--- src/itp_pkg.sv ---
// Shared types, constants and helper functions of the infix to postfix converter.
// Used by every other file of the block but itp_ram; depends on nothing.

package itp_pkg;

  // Sizing of the operator stack and of the stored token identifier.
  localparam int STACK_DEPTH = 16;
  localparam int ID_BITS     = 16;

  // Fixed field widths of the channels.
  localparam int TOKEN_ID_W = 16;
  localparam int OP_W       = 4;
  localparam int PRIO_W     = 4;

  localparam int SP_W     = $clog2(STACK_DEPTH + 1);
  localparam int ADDR_W   = $clog2(STACK_DEPTH);
  localparam int ID_EXT_W = (ID_BITS > TOKEN_ID_W) ? ID_BITS : TOKEN_ID_W;

  typedef enum logic [OP_W-1:0] {
    TK_CONST  = 4'd0,
    TK_VAR    = 4'd1,
    TK_FUNC   = 4'd2,
    TK_COMMA  = 4'd3,
    TK_OPER   = 4'd4,
    TK_LPAREN = 4'd5,
    TK_RPAREN = 4'd6,
    TK_DELIM  = 4'd7,
    TK_END    = 4'd8
  } tok_kind_t;

  typedef enum logic [2:0] {
    RK_CONST = 3'd0,
    RK_VAR   = 3'd1,
    RK_FUNC  = 3'd2,
    RK_OPER  = 3'd3,
    RK_ERROR = 3'd4,
    RK_DONE  = 3'd5
  } res_kind_t;

  typedef enum logic [1:0] {
    ERR_NONE     = 2'd0,
    ERR_COMMA    = 2'd1,
    ERR_PAREN    = 2'd2,
    ERR_OVERFLOW = 2'd3
  } err_code_t;

  typedef enum logic [1:0] {
    EK_FUNC = 2'd0,
    EK_OPER = 2'd1,
    EK_LPAR = 2'd2
  } ent_kind_t;

  typedef enum logic [1:0] {
    SRC_TOKEN = 2'd0,
    SRC_TOP   = 2'd1,
    SRC_ERROR = 2'd2,
    SRC_DONE  = 2'd3
  } emit_src_t;

  typedef enum logic [2:0] {
    S_IDLE,
    S_WAIT,
    S_EVAL,
    S_RWAIT,
    S_REVAL,
    S_FIN
  } state_t;

  typedef struct packed {
    ent_kind_t           kind;
    logic [ID_BITS-1:0]  id;
    logic [PRIO_W-1:0]   prio;
    logic                ra;
  } entry_t;

  localparam int ENTRY_W = $bits(entry_t);

  // Commands from the controller to the datapath.
  typedef struct packed {
    logic      load;
    logic      emit;
    emit_src_t src;
    err_code_t err;
    logic      pop;
    logic      push;
    ent_kind_t push_kind;
    logic      clear_sp;
    logic      set_disc;
    logic      clr_disc;
    logic      finish;
  } ctrl_cmd_t;

  // Status from the datapath to the controller.
  typedef struct packed {
    logic [OP_W-1:0]   op;
    logic [PRIO_W-1:0] prio;
    logic              ra;
    logic              disc;
    logic              empty;
    logic              full;
    ent_kind_t         top_kind;
    logic [PRIO_W-1:0] top_prio;
    logic              hold_v;
    logic              out_free;
  } dp_stat_t;

  // Bring an incoming identifier to the stored width.
  function automatic logic [ID_BITS-1:0] id_in(input logic [TOKEN_ID_W-1:0] x);
    logic [ID_EXT_W-1:0] t;
    t = ID_EXT_W'(x);
    return t[ID_BITS-1:0];
  endfunction

  // Bring a stored identifier to the result field width.
  function automatic logic [TOKEN_ID_W-1:0] id_out(input logic [ID_BITS-1:0] x);
    logic [ID_EXT_W-1:0] t;
    t = ID_EXT_W'(x);
    return t[TOKEN_ID_W-1:0];
  endfunction

endpackage

--- src/itp_ifs.sv ---
// Handshake interfaces of the token input channel and the result channel.
// Depends on itp_pkg for field widths.

interface itp_tok_if import itp_pkg::*; ();
  logic                  valid;
  logic                  ready;
  logic [OP_W-1:0]       op;
  logic [TOKEN_ID_W-1:0] token_id;
  logic [PRIO_W-1:0]     priority_req;
  logic                  right_assoc;

  modport source (output valid, op, token_id, priority_req, right_assoc, input ready);
  modport sink   (input valid, op, token_id, priority_req, right_assoc, output ready);
endinterface

interface itp_res_if import itp_pkg::*; ();
  logic                  valid;
  logic                  ready;
  logic [2:0]            out_kind;
  logic [TOKEN_ID_W-1:0] out_token_id;
  logic [1:0]            error_code;
  logic                  last;

  modport source (output valid, out_kind, out_token_id, error_code, last, input ready);
  modport sink   (input valid, out_kind, out_token_id, error_code, last, output ready);
endinterface

--- src/itp_ram.sv ---
// Generic single write port, single read port RAM with a registered read.
// Stands alone; used for the operator stack.

module itp_ram #(
  parameter int WIDTH = 8,
  parameter int DEPTH = 16
) (
  input  logic                     clk,
  input  logic                     we,
  input  logic [$clog2(DEPTH)-1:0] waddr,
  input  logic [WIDTH-1:0]         wdata,
  input  logic [$clog2(DEPTH)-1:0] raddr,
  output logic [WIDTH-1:0]         rdata
);

  logic [WIDTH-1:0] mem_r [DEPTH];

  always_ff @(posedge clk) begin
    if (we) begin
      mem_r[waddr] <= wdata;
    end
    rdata <= mem_r[raddr];
  end

endmodule

--- src/itp_dpath.sv ---
// Datapath of the converter: token register, stack pointer, operator stack RAM,
// hold register and output register. Depends on itp_pkg and itp_ram.

module itp_dpath import itp_pkg::*; (
  input  logic                  clk,
  input  logic                  rst_n,
  input  ctrl_cmd_t             cmd,
  output dp_stat_t              stat,
  input  logic [OP_W-1:0]       in_op,
  input  logic [TOKEN_ID_W-1:0] in_token_id,
  input  logic [PRIO_W-1:0]     in_priority_req,
  input  logic                  in_right_assoc,
  output logic                  out_valid,
  input  logic                  out_ready,
  output logic [2:0]            out_kind,
  output logic [TOKEN_ID_W-1:0] out_token_id,
  output logic [1:0]            error_code,
  output logic                  out_last
);

  logic [OP_W-1:0]    tok_op_r;
  logic [ID_BITS-1:0] tok_id_r;
  logic [PRIO_W-1:0]  tok_prio_r;
  logic               tok_ra_r;

  logic [SP_W-1:0]    sp_r;
  logic               disc_r;

  logic               hold_v_r;
  res_kind_t          hold_kind_r;
  logic [ID_BITS-1:0] hold_id_r;
  err_code_t          hold_err_r;

  logic               out_valid_r;
  res_kind_t          out_kind_r;
  logic [ID_BITS-1:0] out_id_r;
  err_code_t          out_err_r;
  logic               out_last_r;

  logic [SP_W-1:0]    sp_m1;
  logic [ENTRY_W-1:0] rd_raw;
  entry_t             top;
  entry_t             wr_ent;
  logic               push_we;

  res_kind_t          new_kind;
  logic [ID_BITS-1:0] new_id;
  err_code_t          new_err;
  logic               move_out;

  assign sp_m1   = sp_r - SP_W'(1);
  assign top     = entry_t'(rd_raw);
  assign push_we = cmd.push;

  always_comb begin
    wr_ent.kind = cmd.push_kind;
    wr_ent.id   = tok_id_r;
    wr_ent.prio = tok_prio_r;
    wr_ent.ra   = tok_ra_r;
  end

  // The read address always follows the top of the stack.
  itp_ram #(
    .WIDTH(ENTRY_W),
    .DEPTH(STACK_DEPTH)
  ) u_stack (
    .clk   (clk),
    .we    (push_we),
    .waddr (sp_r[ADDR_W-1:0]),
    .wdata (wr_ent),
    .raddr (sp_m1[ADDR_W-1:0]),
    .rdata (rd_raw)
  );

  always_comb begin
    unique case (cmd.src)
      SRC_TOKEN: begin
        new_kind = res_kind_t'(tok_op_r[2:0]);
        new_id   = tok_id_r;
        new_err  = ERR_NONE;
      end
      SRC_TOP: begin
        new_kind = (top.kind == EK_FUNC) ? RK_FUNC : RK_OPER;
        new_id   = top.id;
        new_err  = ERR_NONE;
      end
      SRC_ERROR: begin
        new_kind = RK_ERROR;
        new_id   = tok_id_r;
        new_err  = cmd.err;
      end
      default: begin
        new_kind = RK_DONE;
        new_id   = '0;
        new_err  = ERR_NONE;
      end
    endcase
  end

  assign move_out = hold_v_r && (cmd.emit || cmd.finish);

  // Token register.
  always_ff @(posedge clk) begin
    if (cmd.load) begin
      tok_op_r   <= in_op;
      tok_id_r   <= id_in(in_token_id);
      tok_prio_r <= in_priority_req;
      tok_ra_r   <= in_right_assoc;
    end
  end

  // Stack pointer and discard flag.
  always_ff @(posedge clk) begin
    if (!rst_n) begin
      sp_r   <= '0;
      disc_r <= 1'b0;
    end else begin
      if (cmd.clear_sp) begin
        sp_r <= '0;
      end else if (cmd.push) begin
        sp_r <= sp_r + SP_W'(1);
      end else if (cmd.pop) begin
        sp_r <= sp_m1;
      end
      if (cmd.set_disc) begin
        disc_r <= 1'b1;
      end else if (cmd.clr_disc) begin
        disc_r <= 1'b0;
      end
    end
  end

  // A new word waits in the hold register until the next decision tells
  // whether it is the last one of the token.
  always_ff @(posedge clk) begin
    if (!rst_n) begin
      hold_v_r    <= 1'b0;
      out_valid_r <= 1'b0;
    end else begin
      if (cmd.emit) begin
        hold_v_r <= 1'b1;
      end else if (cmd.finish) begin
        hold_v_r <= 1'b0;
      end
      if (move_out) begin
        out_valid_r <= 1'b1;
      end else if (out_ready) begin
        out_valid_r <= 1'b0;
      end
    end
  end

  always_ff @(posedge clk) begin
    if (cmd.emit) begin
      hold_kind_r <= new_kind;
      hold_id_r   <= new_id;
      hold_err_r  <= new_err;
    end
    if (move_out) begin
      out_kind_r <= hold_kind_r;
      out_id_r   <= hold_id_r;
      out_err_r  <= hold_err_r;
      out_last_r <= cmd.finish;
    end
  end

  always_comb begin
    stat.op       = tok_op_r;
    stat.prio     = tok_prio_r;
    stat.ra       = tok_ra_r;
    stat.disc     = disc_r;
    stat.empty    = (sp_r == '0);
    stat.full     = (sp_r == SP_W'(STACK_DEPTH));
    stat.top_kind = top.kind;
    stat.top_prio = top.prio;
    stat.hold_v   = hold_v_r;
    stat.out_free = !out_valid_r || out_ready;
  end

  assign out_valid    = out_valid_r;
  assign out_kind     = out_kind_r;
  assign out_token_id = id_out(out_id_r);
  assign error_code   = out_err_r;
  assign out_last     = out_last_r;

endmodule

--- src/itp_ctrl.sv ---
// Controller state machine of the converter: decodes the held token against the
// stack top and sequences pops, pushes and result words. Depends on itp_pkg.

module itp_ctrl import itp_pkg::*; (
  input  logic      clk,
  input  logic      rst_n,
  input  logic      in_valid,
  output logic      in_ready,
  input  dp_stat_t  stat,
  output ctrl_cmd_t cmd
);

  state_t state_r;
  state_t state_nxt;
  logic   stall;
  logic   op_pops;

  // An emit moves the held word out, so it waits for a free output register.
  assign stall = stat.hold_v && !stat.out_free;

  assign op_pops = stat.ra ? (stat.prio < stat.top_prio) : (stat.prio <= stat.top_prio);

  always_ff @(posedge clk) begin
    if (!rst_n) begin
      state_r <= S_IDLE;
    end else begin
      state_r <= state_nxt;
    end
  end

  always_comb begin
    cmd       = '0;
    state_nxt = state_r;
    in_ready  = 1'b0;

    unique case (state_r)
      S_IDLE: begin
        in_ready = 1'b1;
        if (in_valid) begin
          cmd.load  = 1'b1;
          state_nxt = S_WAIT;
        end
      end

      S_WAIT: begin
        state_nxt = S_EVAL;
      end

      S_EVAL: begin
        if (stat.disc) begin
          if (stat.op == TK_END) begin
            cmd.clr_disc = 1'b1;
          end
          state_nxt = S_FIN;
        end else begin
          unique case (tok_kind_t'(stat.op))
            TK_CONST, TK_VAR: begin
              if (!stall) begin
                cmd.emit  = 1'b1;
                cmd.src   = SRC_TOKEN;
                state_nxt = S_FIN;
              end
            end

            TK_FUNC, TK_LPAREN, TK_OPER: begin
              if (stat.op == TK_OPER && !stat.empty && stat.top_kind == EK_OPER
                  && op_pops) begin
                if (!stall) begin
                  cmd.emit  = 1'b1;
                  cmd.src   = SRC_TOP;
                  cmd.pop   = 1'b1;
                  state_nxt = S_WAIT;
                end
              end else if (stat.full) begin
                if (!stall) begin
                  cmd.emit     = 1'b1;
                  cmd.src      = SRC_ERROR;
                  cmd.err      = ERR_OVERFLOW;
                  cmd.clear_sp = 1'b1;
                  cmd.set_disc = 1'b1;
                  state_nxt    = S_FIN;
                end
              end else begin
                cmd.push = 1'b1;
                if (stat.op == TK_FUNC) begin
                  cmd.push_kind = EK_FUNC;
                end else if (stat.op == TK_LPAREN) begin
                  cmd.push_kind = EK_LPAR;
                end else begin
                  cmd.push_kind = EK_OPER;
                end
                state_nxt = S_FIN;
              end
            end

            TK_COMMA, TK_RPAREN: begin
              if (!stat.empty && stat.top_kind != EK_LPAR) begin
                if (!stall) begin
                  cmd.emit  = 1'b1;
                  cmd.src   = SRC_TOP;
                  cmd.pop   = 1'b1;
                  state_nxt = S_WAIT;
                end
              end else if (stat.empty) begin
                if (!stall) begin
                  cmd.emit     = 1'b1;
                  cmd.src      = SRC_ERROR;
                  cmd.err      = (stat.op == TK_COMMA) ? ERR_COMMA : ERR_PAREN;
                  cmd.clear_sp = 1'b1;
                  cmd.set_disc = 1'b1;
                  state_nxt    = S_FIN;
                end
              end else if (stat.op == TK_RPAREN) begin
                // Drop the matching left parenthesis, then look for a function.
                cmd.pop   = 1'b1;
                state_nxt = S_RWAIT;
              end else begin
                state_nxt = S_FIN;
              end
            end

            TK_END: begin
              if (!stall) begin
                cmd.emit = 1'b1;
                if (!stat.empty && stat.top_kind == EK_OPER) begin
                  cmd.src   = SRC_TOP;
                  cmd.pop   = 1'b1;
                  state_nxt = S_WAIT;
                end else if (!stat.empty) begin
                  cmd.src      = SRC_ERROR;
                  cmd.err      = ERR_PAREN;
                  cmd.clear_sp = 1'b1;
                  state_nxt    = S_FIN;
                end else begin
                  cmd.src   = SRC_DONE;
                  state_nxt = S_FIN;
                end
              end
            end

            default: begin
              state_nxt = S_FIN;
            end
          endcase
        end
      end

      S_RWAIT: begin
        state_nxt = S_REVAL;
      end

      S_REVAL: begin
        if (!stat.empty && stat.top_kind == EK_FUNC) begin
          if (!stall) begin
            cmd.emit  = 1'b1;
            cmd.src   = SRC_TOP;
            cmd.pop   = 1'b1;
            state_nxt = S_FIN;
          end
        end else begin
          state_nxt = S_FIN;
        end
      end

      S_FIN: begin
        if (!stat.hold_v) begin
          state_nxt = S_IDLE;
        end else if (stat.out_free) begin
          cmd.finish = 1'b1;
          state_nxt  = S_IDLE;
        end
      end

      default: begin
        state_nxt = S_IDLE;
      end
    endcase
  end

endmodule

--- src/infix_to_postfix_converter.sv ---
// Top level of the infix to postfix converter (shunting-yard scheme).
// Depends on itp_pkg, itp_ifs, itp_ctrl and itp_dpath.
//
//   Channel  Dir  Handshake      Word
//   in_tok   in   valid/ready    op, token_id, priority_req, right_assoc
//   out_res  out  valid/ready    out_kind, out_token_id, error_code, last
//
// A token that pushes or emits at once passes S_WAIT, S_EVAL and S_FIN before the
// block is ready again. Every popped entry adds a pass through S_WAIT and S_EVAL,
// as the stack RAM has a registered read and the new top is fetched before the
// next compare; a right parenthesis adds S_RWAIT and S_REVAL, even over a function.
// Synchronous reset (rst_n low) clears the stack, discard mode, held and output words and FSM.
// A stalled result channel holds the controller wherever another word must leave.

module infix_to_postfix_converter import itp_pkg::*; (
  input logic    clk,
  input logic    rst_n,
  itp_tok_if.sink   in_tok,
  itp_res_if.source out_res
);

  ctrl_cmd_t cmd;
  dp_stat_t  stat;
  logic      in_ready;

  // The controller only takes a token when the previous one is fully handled;
  // the output register lets the last word drain while the next token arrives.
  assign in_tok.ready = in_ready;

  itp_ctrl u_ctrl (
    .clk      (clk),
    .rst_n    (rst_n),
    .in_valid (in_tok.valid),
    .in_ready (in_ready),
    .stat     (stat),
    .cmd      (cmd)
  );

  // The datapath holds each result word back by one decision so that the
  // last flag can be set on the final word of a token.
  itp_dpath u_dpath (
    .clk             (clk),
    .rst_n           (rst_n),
    .cmd             (cmd),
    .stat            (stat),
    .in_op           (in_tok.op),
    .in_token_id     (in_tok.token_id),
    .in_priority_req (in_tok.priority_req),
    .in_right_assoc  (in_tok.right_assoc),
    .out_valid       (out_res.valid),
    .out_ready       (out_res.ready),
    .out_kind        (out_res.out_kind),
    .out_token_id    (out_res.out_token_id),
    .error_code      (out_res.error_code),
    .out_last        (out_res.last)
  );

endmodule
--- src/flat_wrapper.sv ---
// flat-port wrapper written by rule: the top's interface ports become plain ports
module infix_to_postfix_converter_flat import itp_pkg::*;
  (clk, rst_n, in_tok_valid, in_tok_op, in_tok_token_id, in_tok_priority_req, in_tok_right_assoc, in_tok_ready, out_res_valid, out_res_out_kind, out_res_out_token_id, out_res_error_code, out_res_last, out_res_ready);
  itp_tok_if in_tok_i ();
  itp_res_if out_res_i ();
  input logic clk;
  input logic rst_n;
  input wire logic [$bits(in_tok_i.valid)-1:0] in_tok_valid;
  input wire logic [$bits(in_tok_i.op)-1:0] in_tok_op;
  input wire logic [$bits(in_tok_i.token_id)-1:0] in_tok_token_id;
  input wire logic [$bits(in_tok_i.priority_req)-1:0] in_tok_priority_req;
  input wire logic [$bits(in_tok_i.right_assoc)-1:0] in_tok_right_assoc;
  output wire logic [$bits(in_tok_i.ready)-1:0] in_tok_ready;
  output wire logic [$bits(out_res_i.valid)-1:0] out_res_valid;
  output wire logic [$bits(out_res_i.out_kind)-1:0] out_res_out_kind;
  output wire logic [$bits(out_res_i.out_token_id)-1:0] out_res_out_token_id;
  output wire logic [$bits(out_res_i.error_code)-1:0] out_res_error_code;
  output wire logic [$bits(out_res_i.last)-1:0] out_res_last;
  input wire logic [$bits(out_res_i.ready)-1:0] out_res_ready;
  assign in_tok_i.valid = in_tok_valid;
  assign in_tok_i.op = in_tok_op;
  assign in_tok_i.token_id = in_tok_token_id;
  assign in_tok_i.priority_req = in_tok_priority_req;
  assign in_tok_i.right_assoc = in_tok_right_assoc;
  assign in_tok_ready = in_tok_i.ready;
  assign out_res_valid = out_res_i.valid;
  assign out_res_out_kind = out_res_i.out_kind;
  assign out_res_out_token_id = out_res_i.out_token_id;
  assign out_res_error_code = out_res_i.error_code;
  assign out_res_last = out_res_i.last;
  assign out_res_i.ready = out_res_ready;
  infix_to_postfix_converter u_core (.clk(clk), .rst_n(rst_n), .in_tok(in_tok_i), .out_res(out_res_i));
endmodule
--- config.mk ---
export PLATFORM = sky130hd
export DESIGN_NAME = infix_to_postfix_converter_flat
export DESIGN_NICKNAME = d
export VERILOG_FILES = /design/src/itp_pkg.sv /design/src/itp_ifs.sv /design/src/itp_ram.sv /design/src/itp_dpath.sv /design/src/itp_ctrl.sv /design/src/infix_to_postfix_converter.sv /design/src/flat_wrapper.sv
export SDC_FILE = /design/constraint.sdc
export NUM_CORES = 1
export LEC_CHECK = 0
export BUFFER_PORTS_ARGS = -buffer_cell sky130_fd_sc_hd__buf_2
export CORE_MARGIN = 1
export CORE_UTILIZATION = 60
export CTS_BUF_LIST = sky130_fd_sc_hd__clkbuf_16
export CTS_CLUSTER_SIZE = 40
export DETAILED_ROUTE_END_ITERATION = 12
export GPL_TIMING_DRIVEN = 1
export PLACE_DENSITY = 0.74
export SYNTH_ARGS = -nofsm -noshare
export SYNTH_HDL_FRONTEND = slang
export SYNTH_SLANG_ARGS = --single-unit
--- constraint.sdc ---
create_clock -name clk -period 5.09 [get_ports clk]
set_input_delay 1.018 -clock clk [delete_from_list [all_inputs] [get_ports clk]]
set_output_delay 1.018 -clock clk [all_outputs]
set_load 0.03 [all_outputs]
==> flow_metrics.env, run 1 <==
export IMPL_wl_met2_microns=16900
export IMPL_initial_core_util=0.618
export IMPL_clk_latency_ns=0.55
export IMPL_die_area_sq_um=29700
export IMPL_vias_per_cell=6.43
export IMPL_final_nets=944
export IMPL_wl_per_cell_microns=27.4
export IMPL_required_ns=5.29
export IMPL_fin_skew_ns=0.0263
export IMPL_die_width_microns=172
export IMPL_whs_path_depth=0
export IMPL_synth_compound_area_share=0.0363
export IMPL_leakage_nw=6.17
export IMPL_synth_seq_cells=453
export IMPL_cp_arrival_ns=3.99
export IMPL_cp_start_kind="flop"
export IMPL_numCtsBuffers=44
export IMPL_netlist_area_sq_um=17400
export IMPL_cts_reportedPaths_clkPinSlew_ns=0.06
export IMPL_grt_pass1_vias=8678
export IMPL_gp_congestion=0.924
export IMPL_route_met3_wl_microns=3450
export IMPL_synth_nets=864
export IMPL_yosysMostFrequentCell="edfxtp_1"
export IMPL_status="finished, final reports clean"
export IMPL_rsz0062_at_grt="no"
export IMPL_antennaDiodeCount=0
export IMPL_grt_max_degree=62
export IMPL_setup_viol=0
export IMPL_layout_min_cycle_time_ns=3.79
export IMPL_yosys_warnings=0
export IMPL_grt_pass1_wl_microns=54100
export IMPL_drcViolationCount=0
export IMPL_dpl_hpwl_microns=21700
export IMPL_hold_path_class="flop to flop"
export IMPL_worst_slew_pin_slew_ns=1.02
export IMPL_port_buffers=52
export IMPL_ys_seq_area_frac=0.762
export IMPL_dr_first_iter_drc_count=1055
export IMPL_synth_top_area_frac=0.724
export IMPL_cp_max_fo=17
export IMPL_grt_antenna_before_repair=0
export IMPL_period_share=0.745
export IMPL_async_reset_ff_frac=0
export IMPL_track_usage=0.258
export IMPL_syn2layout_area_growth_pct=12.8
export IMPL_synthAdderAreaFrac=0.00647
export IMPL_maxCapViolCount=0
export IMPL_synth_edf_count=420
export IMPL_muxShareOfSynthArea=0.145
export IMPL_synthFlopType="edfxtp_1"
export IMPL_path_class="flop to flop"
export IMPL_drive_above_1_share=0.323
export IMPL_root_buffer="clkbuf_16"
export IMPL_wl_met1_microns=15100
export IMPL_htree_levels=2
export IMPL_cts_buffer_depth=3
export IMPL_core_sq_um=28200
export IMPL_routed_wirelength_microns=36100
export IMPL_vdd_ir_drop_max_mv=0.332
export IMPL_final_cells=1320
export IMPL_netlist_instances=826
export IMPL_vias=8492
export IMPL_cts_tree="yes"
export IMPL_synth_xor_area_frac=0.00151
export IMPL_postRouteAntennaNets=0
export IMPL_fin_util=0.697
export IMPL_finalHoldViolations=0
export IMPL_synthSimpleGateAreaFrac=0.0336
export IMPL_slew_viol_final=0
export IMPL_synth_top_family_by_area="multiplexers"
export IMPL_rows=61
export IMPL_highest_layer="met4"
export IMPL_ctsResizeCount=0
export IMPL_cts_hold_buf=0
export IMPL_synthTopCellsByArea="edfxtp_1, mux4_2, dfxtp_1"
export IMPL_fin_setup_tns_ns=0
export IMPL_fmax_ghz=0.264
export IMPL_drt_pass1_iterations=5
export IMPL_overflow=0
export IMPL_synthTopCellsByCount="edfxtp_1, mux4_2, dfxtp_1, nor2_1, clkbuf_1"
export IMPL_cts_setup_buffers=0
export IMPL_synth_top_area_cell="edfxtp_1"
export IMPL_pin_count=53
export IMPL_clock_sinks=453
export IMPL_rr_worst_depth=10
export IMPL_power_density_nw_per_um2=391
export IMPL_syn_avg_cell_area_sq_um=21.1
export IMPL_dp_cells=1238
export IMPL_end_kind="flop"
export IMPL_maxSlewHeadroom=0.322
export IMPL_yosysUniqueCellTypes=65
export IMPL_die_height_microns=172
-- worst max-delay path, stage by stage, from the launching register on --
cell      delay (ns)
edfxtp_1        0.63
ha_1            0.42
nor2b_1         0.13
o211ai_1        0.09
a21oi_1         0.42
o21bai_1        0.31
nor3_1          0.20
buf_4           0.20
nand2_1         0.18
nor2_2          0.45
buf_4           0.40
-- cell type report --
cell class	count	area (sq um)
multi-input combinational	317	3960
sequential	453	13300
fill	1699	8530
tap	378	473
timing repair buffer	77	448
inverter	13	48.8
clock buffer	46	1150
clock inverter	36	282
-- layout by cell type (no fill, tap or decap), types with 3 or more instances in the layout --
cell type  netlist  routed
nor2_1          29      17
clkbuf_16        0      46
edfxtp_1       420     420
nand4_1          3       3
o21a_1           5       5
inv_1           13      19
o22ai_1          3       3
nor4_1           4       4
mux2i_1          3       3
bufinv_16        0       4
buf_2            2      52
nor3_2           0       4
nor2b_1          7       7
nand3b_1         3       3
clkinv_4         0       3
ha_1             9       8
nor2_2           0      12
a22o_2          16      16
nand2b_1         3       3
dfxtp_1         33      32
mux4_2         110     110
clkinv_2         0      11
o21ai_0          7       7
a31oi_1          4       4
nand2_1         20      20
o311ai_0         6       6
a22oi_1          3       3
a21oi_1         14      14
buf_4            0      25
clkinv_1         0      11
nor3_1          15      11
nand3_1          4       4
-- cells by family after synthesis --
family / Yosys count
simple gates: 109
mux: 114
compound gates: 82
fa+ha+maj: 9
xor+xnor: 3
buf+inv: 56
flops: 453
-- power breakdown --
group | switching (mW) | internal, mW
clock network | 1.34 | 1.84
logic | 0.126 | 0.105
registers | 0.112 | 4.15
total | 1.57 | 6.10
-- routing by layer --
| metal | up-vias | track usage |
|---|---|---|
| met5 | - | 0 |
| met4 | 0 | 0.0646 |
| met3 | 56 | 0.0696 |
| met2 | 383 | 0.393 |
| met1 | 4446 | 0.376 |
| li1 | 3607 | - |
-- flip-flops by register name (all words and copies together), names as in the netlist --
name,flops
u_core.u_dpath.tok_prio_r,4
u_core.u_dpath.out_token_id,16
u_core.u_dpath.hold_err_r,2
u_core.u_dpath.out_last,1
u_core.u_dpath.error_code,2
u_core.u_dpath.tok_id_r,16
u_core.u_dpath.u_stack.rdata,22
u_core.u_dpath.out_valid,1
u_core.u_dpath.hold_kind_r,3
u_core.u_ctrl.state_r,3
u_core.u_dpath.hold_id_r,16
u_core.u_dpath.u_stack.mem_r,352
u_core.u_dpath.disc_r,1
u_core.u_dpath.tok_ra_r,1
u_core.u_dpath.out_kind,3
u_core.u_dpath.hold_v_r,1
u_core.u_dpath.sp_r,5
u_core.u_dpath.tok_op_r,4
-- through the flow --
step	area (sq um)	setup slack (ns)	hold slack, ns	power, mW
finish	19600	1.30	0.411	7.67
detailed placement	18200	1.31	0.406	4.57
CTS	19600	1.30	0.418	7.71
floorplan	17400	0.616	0.400	4.45
global placement	18200	1.45	0.405	4.55
global route	19600	1.07	0.425	7.88
-- final timing paths --
kind	from	slack, ns	to
setup / recovery	u_core.u_dpath.tok_prio_r[1]	1.30	u_core.u_dpath.u_stack.mem_r[12][19]
hold / removal	u_core.u_dpath.hold_kind_r[2]	0.41	u_core.u_dpath.out_kind[2]
setup reg to reg	u_core.u_dpath.tok_prio_r[1]	1.30	u_core.u_dpath.u_stack.mem_r[12][19]
hold reg to reg	u_core.u_dpath.hold_kind_r[2]	0.41	u_core.u_dpath.out_kind[2]
(Power assumes the default switching activity.)
==> inputs of run 2 (changes only) <==
Settings changed: ABC_AREA set to 1, CORE_UTILIZATION 60 to 56, PLACE_DENSITY 0.74 to 0.73.
Clock period 5.09 ns to 3.2 ns, I/O delays scaled along.
==> flow_metrics.env, run 2 <==
export IMPL_status="finished, final reports clean"
export IMPL_cp_top_family="simple AND/OR/NAND/NOR gates"
export IMPL_rows=65
export IMPL_cp_start_kind="flop"
export IMPL_clock_sinks=453
export IMPL_gp_congestion=0.941
export IMPL_rrSetupSlack_ns=0.45
export IMPL_vdd_ir_drop_max_mv=0.403
export IMPL_fin_util=0.644
export IMPL_endpoint="u_core.u_dpath.u_stack.mem_r[7][15]"
export IMPL_syn2layout_area_growth_pct=13.3
export IMPL_die_area_sq_um=32700
export IMPL_drcViolationCount=0
export IMPL_antennaDiodeCount=0
export IMPL_synth_nets=1380
export IMPL_grt_max_degree=181
export IMPL_routed_wirelength_microns=40800
export IMPL_ys_seq_area_frac=0.742
export IMPL_top_register="u_core.u_dpath.u_stack.mem_r"
export IMPL_finalHoldViolations=0
export IMPL_synth_top_area_cell="edfxtp_1"
export IMPL_rr_worst_depth=11
export IMPL_synthFlopType="edfxtp_1"
export IMPL_cp_startpoint="u_core.u_dpath.sp_r[1]"
export IMPL_fin_skew_ns=0.0237
export IMPL_cts_hold_buf=0
export IMPL_hold_path_class="input pin to flop"
export IMPL_yosysUniqueCellTypes=39
export IMPL_whs_ns=0.272
export IMPL_numCtsBuffers=45
export IMPL_yosys_warnings=0
export IMPL_maxCapViolCount=0
export IMPL_vias=11185
export IMPL_vias_per_cell=6.05
export IMPL_synth_top_area_frac=0.705
export IMPL_layout_common_cells="edfxtp_1, nor2_1, o21ai_0"
export IMPL_grt_pass1_vias=11114
export IMPL_grt_antenna_before_repair=0
export IMPL_fin_setup_tns_ns=0
export IMPL_die_height_microns=181
export IMPL_setup_slack_ns=0.448
export IMPL_syn_avg_cell_area_sq_um=13.3
export IMPL_synthTopCellsByCount="edfxtp_1, nor2_1, o21ai_0, nand2_1, o32ai_1"
export IMPL_r2r_end="u_core.u_dpath.u_stack.mem_r[7][15]"
export IMPL_rr_startpoint="u_core.u_dpath.sp_r[1]"
export IMPL_synthTopCellsByArea="edfxtp_1, nor2_1, o21ai_0"
export IMPL_cts_setup_buffers=0
export IMPL_drive_above_1_share=0.145
export IMPL_core_sq_um=31500
export IMPL_final_common_cell="edfxtp_1"
export IMPL_grt_pass1_wl_microns=62500
export IMPL_slew_viol_final=0
export IMPL_pre_cts_ws_ns=0.486
export IMPL_rsz0062_at_grt="no"
export IMPL_netlist_instances=1342
export IMPL_path_class="flop to flop"
export IMPL_drt_pass1_iterations=8
export IMPL_htree_levels=2
export IMPL_netlist_area_sq_um=17900
export IMPL_path_depth=11
export IMPL_fmax_ghz=0.363
export IMPL_dpl_hpwl_microns=25000
export IMPL_root_buffer="clkbuf_16"
export IMPL_wl_per_cell_microns=22.0
export IMPL_cts_reportedPaths_clkPinSlew_ns=0.06
export IMPL_track_usage=0.252
export IMPL_synth_seq_cells=453
export IMPL_synth_edf_count=420
export IMPL_clk_latency_ns=0.55
export IMPL_port_buffers=52
export IMPL_power_density_nw_per_um2=644
export IMPL_worst_slew_pin_slew_ns=1.06
export IMPL_setup_viol=0
export IMPL_initial_core_util=0.569
export IMPL_largest_reg_flops=352
export IMPL_end_kind="flop"
export IMPL_reg_top3="u_core.u_dpath.u_stack.mem_r (352), u_core.u_dpath.u_stack.rdata (22)"
export IMPL_final_nets=1448
export IMPL_cp_max_fo=22
export IMPL_layout_min_cycle_time_ns=2.75
export IMPL_cts_buffer_depth=3
export IMPL_critPathBufInv=3
export IMPL_postRouteAntennaNets=0
export IMPL_yosysMostFrequentCell="edfxtp_1"
export IMPL_overflow=0
export IMPL_pin_count=53
export IMPL_maxSlewHeadroom=0.289
export IMPL_max_stage_delay_ns=0.36
export IMPL_ctsResizeCount=0
export IMPL_cts_tree="yes"
export IMPL_required_ns=3.40
export IMPL_die_width_microns=181
export IMPL_leakage_nw=6.95
export IMPL_slowest_stage="buf_4"
export IMPL_period_share=0.860
export IMPL_crit_chain="inv_1 > ha_4 > nand3_2 > nand2_1 > nor2_4 > nand2_4 > nand4_4 > inv_1 > nand2_1 > nor2_2 > buf_4"
export IMPL_cp_arrival_ns=2.95
export IMPL_dr_first_iter_drc_count=1321
export IMPL_async_reset_ff_frac=0
[run 2: cell count changes after synthesis, moves of 31 or more]
cell,delta
nor2_1,+250
o21ai_0,+130
nand2_1,+80
inv_1,+31
mux4_2,-110
nand3_1,+35
o32ai_1,+63
[run 2: kinds of logic (layout without fill, tap and decap cells)]
| kind of cell | count (synthesis) | after routing | synth area share |
|---|---|---|---|
| fa+ha+maj | 9 | 9 | 0.00629 |
| simple gates | 453 | 453 | 0.107 |
| xor+xnor | 7 | 7 | 0.00385 |
| compound gates | 270 | 270 | 0.0980 |
| mux | 23 | 23 | 0.0129 |
| flops | 453 | 453 | 0.742 |
| buf+inv | 127 | 232 | 0.0306 |
[run 2: routing by layer]
layer / up-vias / share of wire / routed length [microns] / global-route usage
li1: 5100 / - / - / -
met1: 5535 / 0.42 / 16900 / 0.344
met2: 485 / 0.47 / 19000 / 0.399
met3: 65 / 0.094 / 3820 / 0.0677
met4: 0 / 0.024 / 993 / 0.0783
met5: - / 0 / 0 / 0
[run 2: worst min path at each step]
| stage | slack [ns] | from | cells past startpoint | end |
|---|---|---|---|---|
| 2_1_floorplan | 0.40 | u_core.u_dpath.hold_err_r[0] | 0 | u_core.u_dpath.error_code[0] |
| 3_3_place_gp | 0.40 | u_core.u_dpath.hold_id_r[0] | 0 | u_core.u_dpath.out_token_id[0] |
| 3_5_place_dp | 0.40 | u_core.u_dpath.hold_kind_r[2] | 0 | u_core.u_dpath.out_kind[2] |
| 4_1_cts | 0.25 | in_tok_token_id[5] | 1 | u_core.u_dpath.tok_id_r[5] |
| 5_1_grt | 0.25 | in_tok_token_id[12] | 1 | u_core.u_dpath.tok_id_r[12] |
| 6_report | 0.27 | in_tok_token_id[5] | 1 | u_core.u_dpath.tok_id_r[5] |
[run 2: power breakdown]
| group | internal (mW) | switching [mW] |
|---|---|---|
| combinational | 0.319 | 0.711 |
| clock | 2.97 | 2.12 |
| sequential | 6.72 | 0.221 |
| total | 10.0 | 3.05 |
[run 2: layout make-up]
cell class              count  area (sq um)
flip-flops and latches    453         13300
clock buffers              47          1180
multi-input cells         762          4140
clock inverters            37           264
inverters                  48           183
fillers                  2212         11200
repair buffers            100           733
well taps                 402           503
[run 2: metrics by stage]
stage               power [mW]  area (sq um)  instances
global route              13.5         20300       1849
floorplan                 7.61         17900       1342
global placement          8.04         18800       1765
CTS                       13.1         20300       1849
finish                    13.1         20300       1849
detailed placement        8.07         18800       1765
==> inputs of run 3 (changes only) <==
Settings changed: SETUP_SLACK_MARGIN set to 0.5.
==> flow_metrics.env, run 3 (same netlist as run 2, synthesis figures left out) <==
export IMPL_fmax_ghz=0.394
export IMPL_overflow=0
export IMPL_drt_pass1_iterations=5
export IMPL_status="finished, final reports clean"
export IMPL_maxCapViolCount=0
export IMPL_routed_wirelength_microns=40200
export IMPL_root_buffer="clkbuf_16"
export IMPL_maxSlewHeadroom=0.434
export IMPL_worst_slew_pin_slew_ns=0.849
export IMPL_fillers=2260
export IMPL_wl_per_cell_microns=21.9
export IMPL_end_kind="flop"
export IMPL_vias=11031
export IMPL_cp_max_fo=22
export IMPL_die_width_microns=181
export IMPL_multi_input_area_sq_um=4230
export IMPL_dpl_hpwl_microns=24600
export IMPL_ff_latch_area_sq_um=13300
export IMPL_reg_top3="u_core.u_dpath.u_stack.mem_r (352), u_core.u_dpath.u_stack.rdata (22)"
export IMPL_vdd_ir_drop_max_mv=0.540
export IMPL_drcViolationCount=0
export IMPL_final_cell_area_sq_um=20300
export IMPL_gp_congestion=0.904
export IMPL_finalHoldViolations=0
export IMPL_port_buffers=52
export IMPL_fin_skew_ns=0.0177
export IMPL_dp_cells=1757
export IMPL_largest_reg_flops=352
export IMPL_cts_tree="yes"
export IMPL_rr_worst_depth=11
export IMPL_numCtsBuffers=45
export IMPL_hold_path_class="input pin to flop"
export IMPL_final_nets=1440
export IMPL_die_height_microns=181
export IMPL_cp_start_kind="flop"
export IMPL_dr_first_iter_drc_count=1179
export IMPL_core_sq_um=31500
export IMPL_antennaDiodeCount=0
export IMPL_grt_pass1_wl_microns=61700
export IMPL_rsz0062_at_grt="no"
export IMPL_syn2layout_area_growth_pct=13.3
export IMPL_leakage_nw=6.86
export IMPL_required_ns=3.42
export IMPL_die_area_sq_um=32700
export IMPL_grt_antenna_before_repair=0
export IMPL_slew_viol_final=0
export IMPL_grt_pass1_vias=10580
export IMPL_rows=65
export IMPL_drive_above_1_share=0.145
export IMPL_clk_latency_ns=0.55
export IMPL_top_register="u_core.u_dpath.u_stack.mem_r"
export IMPL_path_class="flop to flop"
export IMPL_final_cells=1839
export IMPL_whs_path_depth=1
export IMPL_final_common_cell="edfxtp_1"
export IMPL_layout_min_cycle_time_ns=2.54
export IMPL_track_usage=0.250
export IMPL_pin_count=53
export IMPL_power_density_nw_per_um2=634
export IMPL_fin_setup_tns_ns=0
export IMPL_vias_per_cell=6.00
export IMPL_layout_common_cells="edfxtp_1, nor2_1, o21ai_0"
export IMPL_period_share=0.794
export IMPL_clock_sinks=453
export IMPL_postRouteAntennaNets=0
export IMPL_placed_cell_area_sq_um=18800
export IMPL_initial_core_util=0.569
export IMPL_cts_reportedPaths_clkPinSlew_ns=0.06
export IMPL_cts_buffer_depth=3
export IMPL_grt_max_degree=181
export IMPL_htree_levels=2
export IMPL_setup_viol=0
export IMPL_cp_arrival_ns=2.76
-- run 3: changes by cell type in the layout (fill, tap and decap cells not counted), sizes merged --
cell / previous run / this run
clkinv: 18 / 14
clkinvlp: 1 / 6
inv: 62 / 61
buf: 100 / 92
bufinv: 4 / 2
-- run 3: power by group --
part	internal, mW	total, mW	leakage (nW)	switching [mW]
Combinational	0.318	1.03	2.11	0.711
Sequential	6.72	6.93	4.03	0.213
Clock	2.81	4.90	0.716	2.10
-- run 3: path summary, 6_finish.rpt --
path | start | slack [ns] | endpoint
min | in_tok_token_id[0] | 0.27 | u_core.u_dpath.tok_id_r[0]
max | u_core.u_dpath.sp_r[1] | 0.66 | u_core.u_dpath.u_stack.mem_r[7][21]
max reg2reg | u_core.u_dpath.sp_r[1] | 0.66 | u_core.u_dpath.u_stack.mem_r[7][21]
min reg2reg | u_core.u_dpath.hold_kind_r[0] | 0.42 | u_core.u_dpath.out_kind[0]
-- run 3: worst max-delay path: stages (launching register included) --
cell	delay [ns]
dfxtp_1	0.35
inv_1	0.17
ha_4	0.18
nand3_2	0.25
nand2_1	0.23
nor2_4	0.06
nand2_4	0.10
nand4_4	0.10
clkinvlp_4	0.17
nand2_2	0.18
nor2_4	0.16
buf_6	0.26
-- run 3: layout make-up --
type                       instances  area share
clock buffer                      47      0.0580
tap                              402      0.0248
inverter                          48     0.00919
timing repair buffer              92      0.0341
sequential                       453       0.655
multi-input combinational        762       0.209
clock inverter                    35      0.0106
-- run 3: repair_timing --
action | in CTS | in global routing
setup buffers | 0 | 0
hold buffers | 0 | 0
endpoints found under the hold margin | 0 | 0
setup endpoints to repair | 88 | 355
resized for setup | 2 | 18
-- run 3: metal layers --
| metal | track usage | wire length (microns) | part of all wire | vias to the layer above |
|---|---|---|---|---|
| li1 | - | - | - | 5071 |
| met1 | 0.374 | 17500 | 0.44 | 5391 |
| met2 | 0.380 | 18200 | 0.45 | 510 |
| met3 | 0.0496 | 3740 | 0.093 | 59 |
| met4 | 0.0650 | 707 | 0.018 | 0 |
| met5 | 0 | 0 | 0 | - |
-- run 3: metrics by stage --
stage          power [mW]  setup WS [ns]  hold slack (ns)   util
6_report             12.9          0.660            0.269  0.644
5_1_grt              13.3          0.512            0.253  0.644
4_1_cts              12.9          0.477            0.254  0.642
3_5_place_dp         8.07          0.463            0.405  0.598
3_3_place_gp         8.05          0.552            0.401  0.598
2_1_floorplan        7.62          0.435            0.400      -
